$ cat config.mk
export PLATFORM = sky130hd
export DESIGN_NAME = gate_open_close_controller
export DESIGN_NICKNAME = d
export VERILOG_FILES = /design/src/rtl/gocc_pkg.sv /design/src/rtl/gate_open_close_controller.sv
export SDC_FILE = /design/constraint.sdc
export NUM_CORES = 1
export LEC_CHECK = 0
export BUFFER_PORTS_ARGS = -buffer_cell sky130_fd_sc_hd__buf_4
export CAP_MARGIN = 30
export CORE_MARGIN = 10
export CORE_UTILIZATION = 52
export DETAILED_ROUTE_END_ITERATION = 8
export PLACE_DENSITY = 0.74
export RECOVER_POWER = 50
export REMOVE_ABC_BUFFERS = 1
export SETUP_SLACK_MARGIN = 0.4
export SLEW_MARGIN = 5
export SYNTH_ARGS = -nofsm -noshare
export SYNTH_HDL_FRONTEND = slang
export SYNTH_SLANG_ARGS = --single-unit
$ cat constraint.sdc
create_clock -name clock -period 6.12 [get_ports clock]
set_clock_uncertainty 0.1 [all_clocks]
set_input_delay 0.612 -clock clock [delete_from_list [all_inputs] [get_ports clock]]
set_output_delay 0.612 -clock clock [all_outputs]
set_load 0.005 [all_outputs]
$ cat src/rtl/gocc_pkg.sv
package gocc_pkg;

   typedef enum logic [1:0] {
      MODE_CLOSED  = 2'd0,
      MODE_OPENING = 2'd1,
      MODE_OPEN    = 2'd2,
      MODE_CLOSING = 2'd3
   } mode_type;

   typedef enum logic [1:0] {
      KIND_TICK  = 2'd0,
      KIND_OPEN  = 2'd1,
      KIND_CLOSE = 2'd2,
      KIND_HOLD  = 2'd3
   } kind_type;

   localparam logic signed [7:0] OPEN_FULL    = 8'sd100;
   localparam logic signed [7:0] OPEN_SHUT    = 8'sd0;
   localparam logic signed [7:0] BAR_LIMIT    = 8'sd110;
   localparam logic signed [7:0] BAR_QUARTER  = 8'sd25;
   localparam logic signed [7:0] BAR_HALF     = 8'sd50;
   localparam logic signed [7:0] BAR_3QUARTER = 8'sd75;
   localparam logic [6:0]        WAIT_FULL    = 7'd100;
   localparam logic [6:0]        WAIT_MAX     = 7'd115;
   localparam logic [2:0]        BAR_EMPTY    = 3'd4;

   localparam int RSP_WIDTH = 24;

   // floor(x/255) as (x + 1 + (x >> 8)) >> 8, exact for these ranges
   function automatic logic [3:0] travel_step(input logic [7:0] s);
      logic [9:0] x;
      logic [9:0] sum;
      x   = {1'b0, s, 1'b0} + {2'b00, s} + 10'd254;
      sum = x + 10'd1 + {8'd0, x[9:8]};
      return 4'd8 - {2'b00, sum[9:8]};
   endfunction

   function automatic logic [4:0] wait_step(input logic [7:0] s);
      logic [11:0] x;
      logic [11:0] sum;
      x   = {1'b0, s, 3'b000} + {2'b00, s, 2'b00} + {4'd0, s} + 12'd254;
      sum = x + 12'd1 + {8'd0, x[11:8]};
      return 5'd16 - {1'b0, sum[11:8]};
   endfunction

endpackage

$ cat src/rtl/gate_open_close_controller.sv
// Gate controller, one result transfer per input transfer.
// Each accepted result is registered, in the skid register if the result register
// is stalled. Throughput: one item per cycle while the skid register is empty; a
// two-entry output buffer (result register plus skid register) lets req_tready
// stay high while one result waits. Reset (synchronous): gate closed, amounts 0,
// bar at four dashes, lamp off, output buffer empty.
module gate_open_close_controller
   import gocc_pkg::*;
(
   input  logic                 clock,
   input  logic                 reset,
   input  logic                 req_tvalid,
   output logic                 req_tready,
   input  logic [15:0]          req_tdata,  // travel_speed_sample, wait_speed_sample
   input  logic [1:0]           req_tuser,  // kind
   output logic                 rsp_tvalid,
   input  logic                 rsp_tready,
   output logic [RSP_WIDTH-1:0] rsp_tdata   // gate_state, led_on, dashes_shown,
                                            // open_amount, wait_amount, zero pad
);

   mode_type          mode_ff, mode_in;
   logic signed [7:0] opening_ff, opening_in;
   logic [6:0]        waiting_ff, waiting_in;
   logic [2:0]        bar_ff, bar_in;
   logic              lamp_ff, lamp_in;

   logic                 out_valid_ff, out_valid_in;
   logic [RSP_WIDTH-1:0] out_data_ff, out_data_in;
   logic                 skid_valid_ff, skid_valid_in;
   logic [RSP_WIDTH-1:0] skid_data_ff, skid_data_in;

   logic                 accept;
   logic                 pop;
   kind_type             kind;
   logic [3:0]           travel;
   logic [4:0]           wait_inc;
   logic [RSP_WIDTH-1:0] result;

   assign req_tready = !skid_valid_ff;
   assign accept     = req_tvalid && req_tready;
   assign pop        = out_valid_ff && rsp_tready;
   assign kind       = kind_type'(req_tuser);
   assign travel     = travel_step(req_tdata[7:0]);
   assign wait_inc   = wait_step(req_tdata[15:8]);

   always_comb begin
      mode_in    = mode_ff;
      opening_in = opening_ff;
      waiting_in = waiting_ff;
      lamp_in    = lamp_ff;
      bar_in     = bar_ff;
      unique case (kind)
         KIND_TICK: begin
            if (mode_ff != MODE_CLOSED) begin
               lamp_in = ~lamp_ff;
            end
            unique case (mode_ff)
               MODE_OPENING: begin
                  if (opening_ff >= OPEN_FULL) begin
                     mode_in = MODE_OPEN;
                  end else begin
                     opening_in = opening_ff + $signed({4'b0000, travel});
                  end
               end
               MODE_OPEN: begin
                  if (waiting_ff >= WAIT_FULL) begin
                     waiting_in = 7'd0;
                     mode_in    = MODE_CLOSING;
                  end else begin
                     waiting_in = waiting_ff + {2'b00, wait_inc};
                  end
               end
               MODE_CLOSING: begin
                  if (opening_ff <= OPEN_SHUT) begin
                     mode_in = MODE_CLOSED;
                  end else begin
                     opening_in = opening_ff - $signed({4'b0000, travel});
                  end
               end
               MODE_CLOSED: begin
               end
            endcase
         end
         KIND_OPEN: begin
            if (mode_ff == MODE_CLOSED || mode_ff == MODE_CLOSING) begin
               mode_in = MODE_OPENING;
            end
         end
         KIND_CLOSE: begin
            if (mode_ff == MODE_OPEN) begin
               waiting_in = WAIT_FULL;
            end
         end
         KIND_HOLD: begin
            if (mode_ff == MODE_OPEN) begin
               waiting_in = 7'd0;
            end else if (mode_ff == MODE_CLOSING) begin
               mode_in = MODE_OPENING;
            end
         end
      endcase

      if (mode_in == MODE_CLOSED) begin
         lamp_in = 1'b0;
         bar_in  = BAR_EMPTY;
      end else if (opening_in >= OPEN_SHUT && opening_in <= BAR_LIMIT) begin
         priority if (opening_in < BAR_QUARTER) begin
            bar_in = 3'd4;
         end else if (opening_in < BAR_HALF) begin
            bar_in = 3'd3;
         end else if (opening_in < BAR_3QUARTER) begin
            bar_in = 3'd2;
         end else if (opening_in < OPEN_FULL) begin
            bar_in = 3'd1;
         end else begin
            bar_in = 3'd0;
         end
      end
   end

   assign result = {3'b000, waiting_in, opening_in, bar_in, lamp_in, mode_in};

   always_ff @(posedge clock) begin
      if (reset) begin
         mode_ff    <= MODE_CLOSED;
         opening_ff <= 8'sd0;
         waiting_ff <= 7'd0;
         bar_ff     <= BAR_EMPTY;
         lamp_ff    <= 1'b0;
      end else if (accept) begin
         mode_ff    <= mode_in;
         opening_ff <= opening_in;
         waiting_ff <= waiting_in;
         bar_ff     <= bar_in;
         lamp_ff    <= lamp_in;
      end
   end

   always_comb begin
      out_valid_in  = out_valid_ff;
      out_data_in   = out_data_ff;
      skid_valid_in = skid_valid_ff;
      skid_data_in  = skid_data_ff;
      if (skid_valid_ff) begin
         if (pop) begin
            out_data_in   = skid_data_ff;
            skid_valid_in = 1'b0;
         end
      end else if (accept) begin
         if (!out_valid_ff || pop) begin
            out_valid_in = 1'b1;
            out_data_in  = result;
         end else begin
            skid_valid_in = 1'b1;
            skid_data_in  = result;
         end
      end else if (pop) begin
         out_valid_in = 1'b0;
      end
   end

   always_ff @(posedge clock) begin
      if (reset) begin
         out_valid_ff  <= 1'b0;
         skid_valid_ff <= 1'b0;
      end else begin
         out_valid_ff  <= out_valid_in;
         skid_valid_ff <= skid_valid_in;
      end
   end

   always_ff @(posedge clock) begin
      out_data_ff  <= out_data_in;
      skid_data_ff <= skid_data_in;
   end

   assign rsp_tvalid = out_valid_ff;
   assign rsp_tdata  = out_data_ff;

endmodule

# After elaboration in Yosys (flattened, before gate mapping)
# Index checks and enable logic that the tools add are counted.
# totals
in_bits	22
reg_bits	68
out_inout_bits	26
# classes
magnitude_cmp	9
n_reduce_logical	17
mux	37
bitwise	3
eq_ne	8
addsub	14
# op_table
cell	n
24-bit 2-to-1 mux	4
7-bit 2-to-1 mux	4
8-bit 2-to-1 mux	3
7-bit case mux with 3 select lines	1
8-bit < comparator, second input constant	2
2-bit 2-to-1 mux	8
8-bit case mux with 2 select lines	1
11-bit by 10-bit adder with 12-bit output	1
12-bit by 1-bit adder with 12-bit output, second input constant	1
12-bit by 4-bit adder with 12-bit output	1
12-bit by 8-bit adder with 12-bit output	1
12-bit by 8-bit adder with 12-bit output, second input constant	1
2-bit case mux with 3 select lines	2
1-bit 2-to-1 mux	11
10-bit by 1-bit adder with 10-bit output, second input constant	1
10-bit by 2-bit adder with 10-bit output	1
10-bit by 8-bit adder with 10-bit output, second input constant	1
9-bit by 8-bit adder with 10-bit output	1
3-bit 2-to-1 mux	3
3-bit AND reduction	3
8-bit by 5-bit adder with 8-bit output	1
2-bit == test, second input constant	4
8-bit by 1-bit greater-or-equal comparator with 1-bit output, second input constant	1
8-bit greater-or-equal comparator, second input constant	1
17 further kinds	30

# Logic depth before layout (Yosys ltp)
# Gate-level depths: netlist of run 1.
# depth
depth_word	19
mapped_depth	31
mapped_depth_nobuf	31

# Worst setup path before layout of run 1
# OpenSTA, ideal clock, no wires.
# synth_path
path_type	input-to-reg
startpoint	input port req_tdata[8]
endpoint	register out_data_ff[20] (netlist: rsp_tdata[20]), data pin
arrival_time_ns	6.003
path_buffers	0
path_slack_ns	-0.257
path_stages	31
path_cell_list	inv_1 ha_1 fa_1 inv_1 ha_1 fa_1 a21o_1 a21oi_1 o21ai_0 a21o_1 a21oi_1 xnor2_1 ha_1 o21ai_0 a211oi_1 nand3_1 a31oi_1 xnor2_1 inv_1 ha_1 xor2_1 xnor2_1 ha_1 nor2b_1 o21ai_0 a21oi_1 o211ai_1 a21oi_1 o21ai_0 a22oi_1 a21oi_1
# synth_via
elab_chain_len	13
# synth_rtl
item	line_no	source
from (decl)	gate_open_close_controller.sv:14	input logic [15:0] req_tdata,
11-bit by 10-bit adder with 12-bit output	gocc_pkg.sv:41	x = {1'b0, s, 3'b000} + {2'b00, s, 2'b00} + {4'd0, s} + 12'd254;
12-bit by 8-bit adder with 12-bit output (*) (2 in series)	gocc_pkg.sv:41	
12-bit by 1-bit adder with 12-bit output	gocc_pkg.sv:42	sum = x + 12'd1 + {8'd0, x[11:8]};
12-bit by 4-bit adder with 12-bit output (*)	gocc_pkg.sv:42	
5-bit by 4-bit subtractor with 5-bit output (*)	gocc_pkg.sv:43	return 5'd16 - {1'b0, sum[11:8]};
7-bit by 5-bit adder with 7-bit output (*)	gate_open_close_controller.sv:71	waiting_in = waiting_ff + {2'b00, wait_inc};
7-bit 2-to-1 mux (*)	gate_open_close_controller.sv:67	if (waiting_ff >= WAIT_FULL) begin
7-bit 2-to-1 mux (*)	gate_open_close_controller.sv:58	unique case (mode_ff)
7-bit case mux with 3 select lines (*)	gate_open_close_controller.sv:53	unique case (kind)
24-bit 2-to-1 mux (*)	gate_open_close_controller.sv:151	if (!out_valid_ff || pop) begin
24-bit 2-to-1 mux (*)	gate_open_close_controller.sv:150	end else if (accept) begin
24-bit 2-to-1 mux (*)	gate_open_close_controller.sv:145	if (skid_valid_ff) begin
named net out_data_in[20]	gate_open_close_controller.sv:29	logic [RSP_WIDTH-1:0] out_data_ff, out_data_in;
to (signal assigned)	gate_open_close_controller.sv:174	out_data_ff <= out_data_in;
to (decl)	gate_open_close_controller.sv:29	
# The timed path passes the listed nets; every way through them passes the cells marked *. The select of a mux whose other input is x is not followed.
# A chain may end at the register's enable or synchronous reset.

# Worst setup path after layout of run 1
# layout_path
startpoint	input port req_tdata[9]
endpoint	register out_data_ff[20] (netlist: rsp_tdata[20]), data pin
# Same word-level chain as after synthesis.

==> results of run 1 <==
[kinds of logic after synthesis]
family / count (synthesis) / share of synthesized area (%)
other: 1 / 0.0758
multiplexers: 13 / 2.91
buffers and inverters: 96 / 7.72
XOR/XNOR: 22 / 3.90
AO/OA/AOI/OAI: 153 / 21.0
AND/OR/NAND/NOR: 123 / 11.9
flip-flops: 65 / 34.8
adder cells (fa/ha/maj): 64 / 17.7
[cell usage in the layout (no fill, tap or decap), drive strengths merged, types with 7 or more instances in the layout]
master | synthesis | layout
mux2 | 11 | 11
o21a | 9 | 9
buf | 8 | 112
a211oi | 7 | 7
clkbuf | 11 | 36
a21oi | 42 | 42
xnor2 | 14 | 14
nand2 | 35 | 35
ha | 54 | 54
dfxtp | 23 | 23
edfxtp | 42 | 42
o31ai | 9 | 9
xor2 | 8 | 8
nor3 | 11 | 11
o21ai | 28 | 28
a21o | 7 | 7
inv | 77 | 77
fa | 10 | 10
nor2 | 38 | 38
[state kept, by name (all words and copies together) (netlist names)]
register	count
bar_ff	3
lamp_ff	1
mode_ff	2
opening_ff	8
rsp_tdata	21
rsp_tvalid	1
skid_data_ff	21
skid_valid_ff	1
waiting_ff	7
[per-layer routing]
layer  up-vias  GRT usage, %  routed length, um
li1       2174             -                  -
met1      2212          19.2               5240
met2       137          30.6               7020
met3        31          3.12                596
met4         0          5.26                310
met5         -             0                  0
[cell usage after synthesis (3+ instances only)]
master    count
o221ai_1      4
nor4_1        4
xnor2_1      14
mux2_2       11
o31ai_1       9
or3_1         3
xor2_1        8
o311ai_0      3
o21a_1        9
fa_1         10
a211oi_1      7
a311o_1       3
and2_1        3
a21o_1        7
nor2b_1       4
a31oi_1       4
dfxtp_1      23
edfxtp_1     42
a21oi_1      41
buf_4         3
clkbuf_1     11
a22o_1        3
o22ai_1       4
nand3_1       6
o211ai_1      3
and3_1        5
nand2_1      35
o21ai_0      26
o211a_1       3
inv_2         3
or2_2         3
ha_1         54
o21bai_1      6
inv_1        74
nor2_1       38
nor3_1       11
[timing repair]
| action | in CTS | in global routing |
|---|---|---|
| buffers inserted | 13 | 17 |
| pin swaps | 43 | 81 |
| gates resized for setup | 47 | 127 |
| endpoints found under the setup margin | 27 | 27 |
[final cells by class]
class                           count  share of cell area (%)
Sequential cell                    65                    24.6
Multi-Input combinational cell    378                    50.3
Clock buffer                       11                    1.88
Inverter                           77                    4.56
Timing Repair Buffer              137                    15.5
Clock inverter                      5                   0.823
Tap cell                          129                    2.31
[where the power goes]
group / switching [mW] / leakage, nW / total [mW] / internal [mW]
logic: 0.448 / 2.29 / 0.912 / 0.464
registers: 0.0200 / 0.593 / 0.521 / 0.501
clock network: 0.171 / 0.0872 / 0.359 / 0.188
[per-stage QoR]
step                util, %  TNS (ns)
CTS                    68.0         0
floorplan                 -    -0.791
detailed placement     63.1     -9.69
finish                 75.7         0
global placement       62.9     -4.54
global route           75.7     -1.03
[path summary, 6_finish.rpt]
check / startpoint / depth (start not counted) / to / slack, ns
max reg2reg: skid_valid_ff$_SDFF_PP0_ / 5 / rsp_tdata[7]$_DFFE_PP_ / 2.72
max: req_tdata[9] / 32 / rsp_tdata[20]$_DFFE_PP_ / 0.03
min reg2reg: lamp_ff$_SDFFE_PP0P_ / 2 / lamp_ff$_SDFFE_PP0P_ / 0.38
min: rsp_tready / 2 / skid_valid_ff$_SDFF_PP0_ / 0.34
==> flow_summary.ini, run 1 <==
[timing]
relSlewSlack_pct = 22.7
hold_violations = 0
rsz0062_at_grt = yes
worst_pin_slew_ns = 1.15
max_freq_mhz = 164
finalSetupViolCount = 0
finalMaxSlewViolations = 0
setup_ws_ns = 0.0269
worst_hold_slack_ns = 0.340
timing.final.crit_share_pct = 99.6
fin_crit_ns = 6.09

[clocking]
numCtsBuffers = 9
cts_hold_buf = 0
cts_sinks = 65
cts_tree = yes
clk_path_buf_depth = 2
root_buffer = clkbuf_8
cts.clk_slew.worst_paths_ns = 0.08
htreeDepth = 3
clk_latency_ns = 0.36

[finish]
fillCellCount = 625
multiInputGateArea_mm2 = 0.00352
n_antenna_cell = 0
fin_cells = 802
ff_latch_area_mm2 = 0.00172
syn_to_final_growth_pct = 41.4
drive_above_1_share_pct = 40.6
nets = 754
final_cell_area_mm2 = 0.00699

[floorplan]
io_pins = 48
std_cell_rows = 35
die-area_mm2 = 0.0138
die_w_um = 118
die_y_um = 118
start_util_pct = 53.5
core_mm2 = 0.00924

[yosys]
yosys_warnings = 0
synth.area.top_cells = edfxtp_1 (25%), ha_1 (14%), dfxtp_1 (9.3%), inv_1 (5.6%), a21oi_1 (4.1%)
ys_ff_latch = 65
yosysTopAreaCellShare_pct = 25.5
netlist_area_mm2 = 0.00495
postSynthCellCount = 537
yosysUniqueCellTypes = 68
ys.flop_type = edfxtp_1
async_flop_share_pct = 0
syn_avg_cell_area_um2 = 9.21
synth_area_leader_cell = edfxtp_1
ys_seq_area_share_pct = 34.8
synth_edf_count = 42

[pwr]
p_per_area_mw_per_mm2 = 256
p_total_mw = 1.79
peakVddDrop_uv = 132
p_leak_nw = 2.97

[run_status]
status = completed

[detailed_routing]
wirelength_mm = 13.2
drtAntennaViolNets = 0
drc = 0
vias = 4554
first_iter_violations = 286
wl_per_cell_um = 16.4
via_per_inst = 5.68
drtPass1Iterations = 4

[global_routing]
grt_overflow_total = 0
track_usage_pct = 16.8
grt_max_degree = 27
grt_pass1_vias = 4490
grt_pass1_wl_mm = 20.2
antenna_found_initial = 0

[critical_path]
start_kind = input port
crit_type = in2reg
crit_slowest_cell = fa_1
max_stage_delay_ns = 0.50
required_ns = 6.10
critPathBufInv = 5
path_delay_family = compound AO/OA/AOI/OAI gates
worstPathMaxFanout = 3
cp-end-kind = flop
arrival_ns = 6.08

[flow_run]
max_cap_viol_count = 0

[placed_design]
place_ws_ns = -0.688
dpl.hpwl_mm = 8.51
placed_area_mm2 = 0.00583
io_buffers = 44
place.gp.congestion = 0.893
placed_cells = 755

[min_path]
worstHoldPathType = in2reg
No activity file was read; power rests on OpenSTA's default activity.
==> run 2: changes to the inputs <==
- CELL_PAD_IN_SITES_DETAIL_PLACEMENT: unset -> 1
- CELL_PAD_IN_SITES_GLOBAL_PLACEMENT: unset -> 1
- CORE_UTILIZATION: 52 -> 42
- PLACE_DENSITY: 0.74 -> unset
- PLACE_DENSITY_LB_ADDON: unset -> 0.1
==> run 2 against run 1 <==
  * The run now ends with negative setup slack left
  * First-iteration DRC count is 33% lower
  * Cell count is 3.7% higher
  * Sequential cell count stayed put
  * Final area is 4.2% higher
  * Fmax is 1.0% lower
  * Die area is 20% higher
  * Utilization is 12 points lower
  * Hold slack better by 0.035 ns
  * Critical endpoint unchanged
  * Highest routed layer unchanged
==> flow_summary.ini, run 2 (synthesis gave the netlist of run 1 again) <==
[run_status]
status = finished, violations left
violations = negative setup slack

[pwr]
p_leak_nw = 3.09
p_total_mw = 2.01
p_per_area_mw_per_mm2 = 275
peakVddDrop_uv = 214

[finish]
layout_common_cells = buf_4 (114), inv_1 (63), edfxtp_1 (42)
fin_cells = 832
final_common_cell = buf_4
n_antenna_cell = 0
nets = 770
syn_to_final_growth_pct = 47.3
drive_above_1_share_pct = 41.8

[placed_design]
dpl.hpwl_mm = 10.7
place.gp.congestion = 0.823
place_ws_ns = -0.808
io_buffers = 44
placed_cells = 782

[global_routing]
grt_pass1_wl_mm = 24.2
antenna_found_initial = 0
track_usage_pct = 17.7
grt_pass1_vias = 4959
grt_overflow_total = 0
grt_max_degree = 27

[timing]
fin_crit_ns = 6.16
max_freq_mhz = 162
rsz0062_at_grt = yes
setup_tns_ns = -0.0354
finalSetupViolCount = 1
worst_pin_slew_ns = 0.929
finalMaxSlewViolations = 0
relSlewSlack_pct = 37.3
setup_ws_ns = -0.0354
hold_violations = 0
timing.final.crit_share_pct = 101

[detailed_routing]
via_per_inst = 5.53
drtAntennaViolNets = 0
wl_per_cell_um = 19.2
vias = 4597
wirelength_mm = 16.0
first_iter_violations = 193
drc = 0
drtPass1Iterations = 4

[floorplan]
die_y_um = 129
io_pins = 48
die_w_um = 129
core_mm2 = 0.0115
die-area_mm2 = 0.0165
start_util_pct = 43.1
std_cell_rows = 39

[critical_path]
arrival_ns = 6.12
reg2reg_depth = 9
cp-end-kind = flop
regToRegEndpoint = rsp_tdata[5]$_DFFE_PP_
max_stage_delay_ns = 0.48
start_kind = input port
cp-startpoint = req_tdata[9]
crit_slowest_cell = fa_1
reg2reg_slack_ns = 2.79
endpoint = rsp_tdata[20]$_DFFE_PP_
timing.rr.start = opening_ff[1]$_SDFFE_PP0P_
worstPathMaxFanout = 3
required_ns = 6.09
crit_type = in2reg

[min_path]
worstHoldPathType = in2reg
hp-start = rsp_tready

[clocking]
cts_sinks = 65
clk_path_buf_depth = 2
clk_latency_ns = 0.34
numCtsBuffers = 9
cts_tree = yes
cts_hold_buf = 0
root_buffer = clkbuf_16
htreeDepth = 3
cts.clk_slew.worst_paths_ns = 0.05

[flow_run]
max_cap_viol_count = 0
[run 2: cell types whose count changed in the layout (fill, tap and decap cells not counted), moves of 3 or more]
cell / previous run / this run
a21oi_1: 25 / 22
a21oi_4: 2 / 5
buf_4: 95 / 114
clkbuf_1: 8 / 11
clkbuf_16: 0 / 9
clkbuf_4: 19 / 12
clkbuf_8: 9 / 0
o21ai_2: 4 / 7
[run 2: final cells by class]
class,count,area [um2]
Sequential cell,65,1720
Multi-Input combinational cell,378,3560
Tap cell,143,179
Inverter,77,314
Clock inverter,6,58.8
Clock buffer,10,229
Fill cell,1248,4180
Timing Repair Buffer,153,1220
[run 2: worst max-delay path: cells and delay by family]
kind	cells	cell delay, ns
adders and majority gates	7	1.95
buffers and inverters	4	0.30
AOI/OAI and AO/OA	14	2.29
and+or+nand+nor	3	0.34
xor gates and xnor gates	4	0.64
[run 2: repair_timing]
action / in CTS / in global routing
endpoints found under the setup margin: 28 / 27
gates resized for setup: 81 / 97
setup buffers: 13 / 20
pin swaps: 48 / 50
[run 2: worst min path at each step]
stage	endpoint	slack [ns]	depth (start not counted)
3_3_place_gp	lamp_ff$_SDFFE_PP0P_	0.36	2
2_1_floorplan	lamp_ff$_SDFFE_PP0P_	0.34	2
5_1_grt	skid_valid_ff$_SDFF_PP0_	0.39	2
3_5_place_dp	lamp_ff$_SDFFE_PP0P_	0.39	2
6_report	skid_valid_ff$_SDFF_PP0_	0.38	2
4_1_cts	skid_valid_ff$_SDFF_PP0_	0.37	2
[run 2: where the power goes]
part | switching, mW | internal (mW) | total [mW] | leakage [nW]
combinational | 0.486 | 0.494 | 0.980 | 2.37
sequential | 0.0221 | 0.501 | 0.523 | 0.593
clock | 0.191 | 0.312 | 0.503 | 0.136
[run 2: per-stage QoR]
| stage | area [um2] | hold slack (ns) | util (%) |
|---|---|---|---|
| final | 7280 | 0.375 | 63.5 |
| after global routing | 7280 | 0.391 | 63.5 |
| after CTS | 6660 | 0.375 | 58.1 |
| after detailed placement | 5960 | 0.389 | 52.0 |
| after global placement | 5920 | 0.357 | 51.6 |
| after floorplan | 4860 | 0.342 | - |
[run 2: metal layers]
metal	up-vias	routed length, um	share of wire (%)	GRT usage (%)
met5	-	0	0	0
met4	0	332	2.1	6.35
met3	22	433	2.7	2.75
met2	84	8870	55	33.4
met1	2288	6360	40	19.5
li1	2203	-	-	-
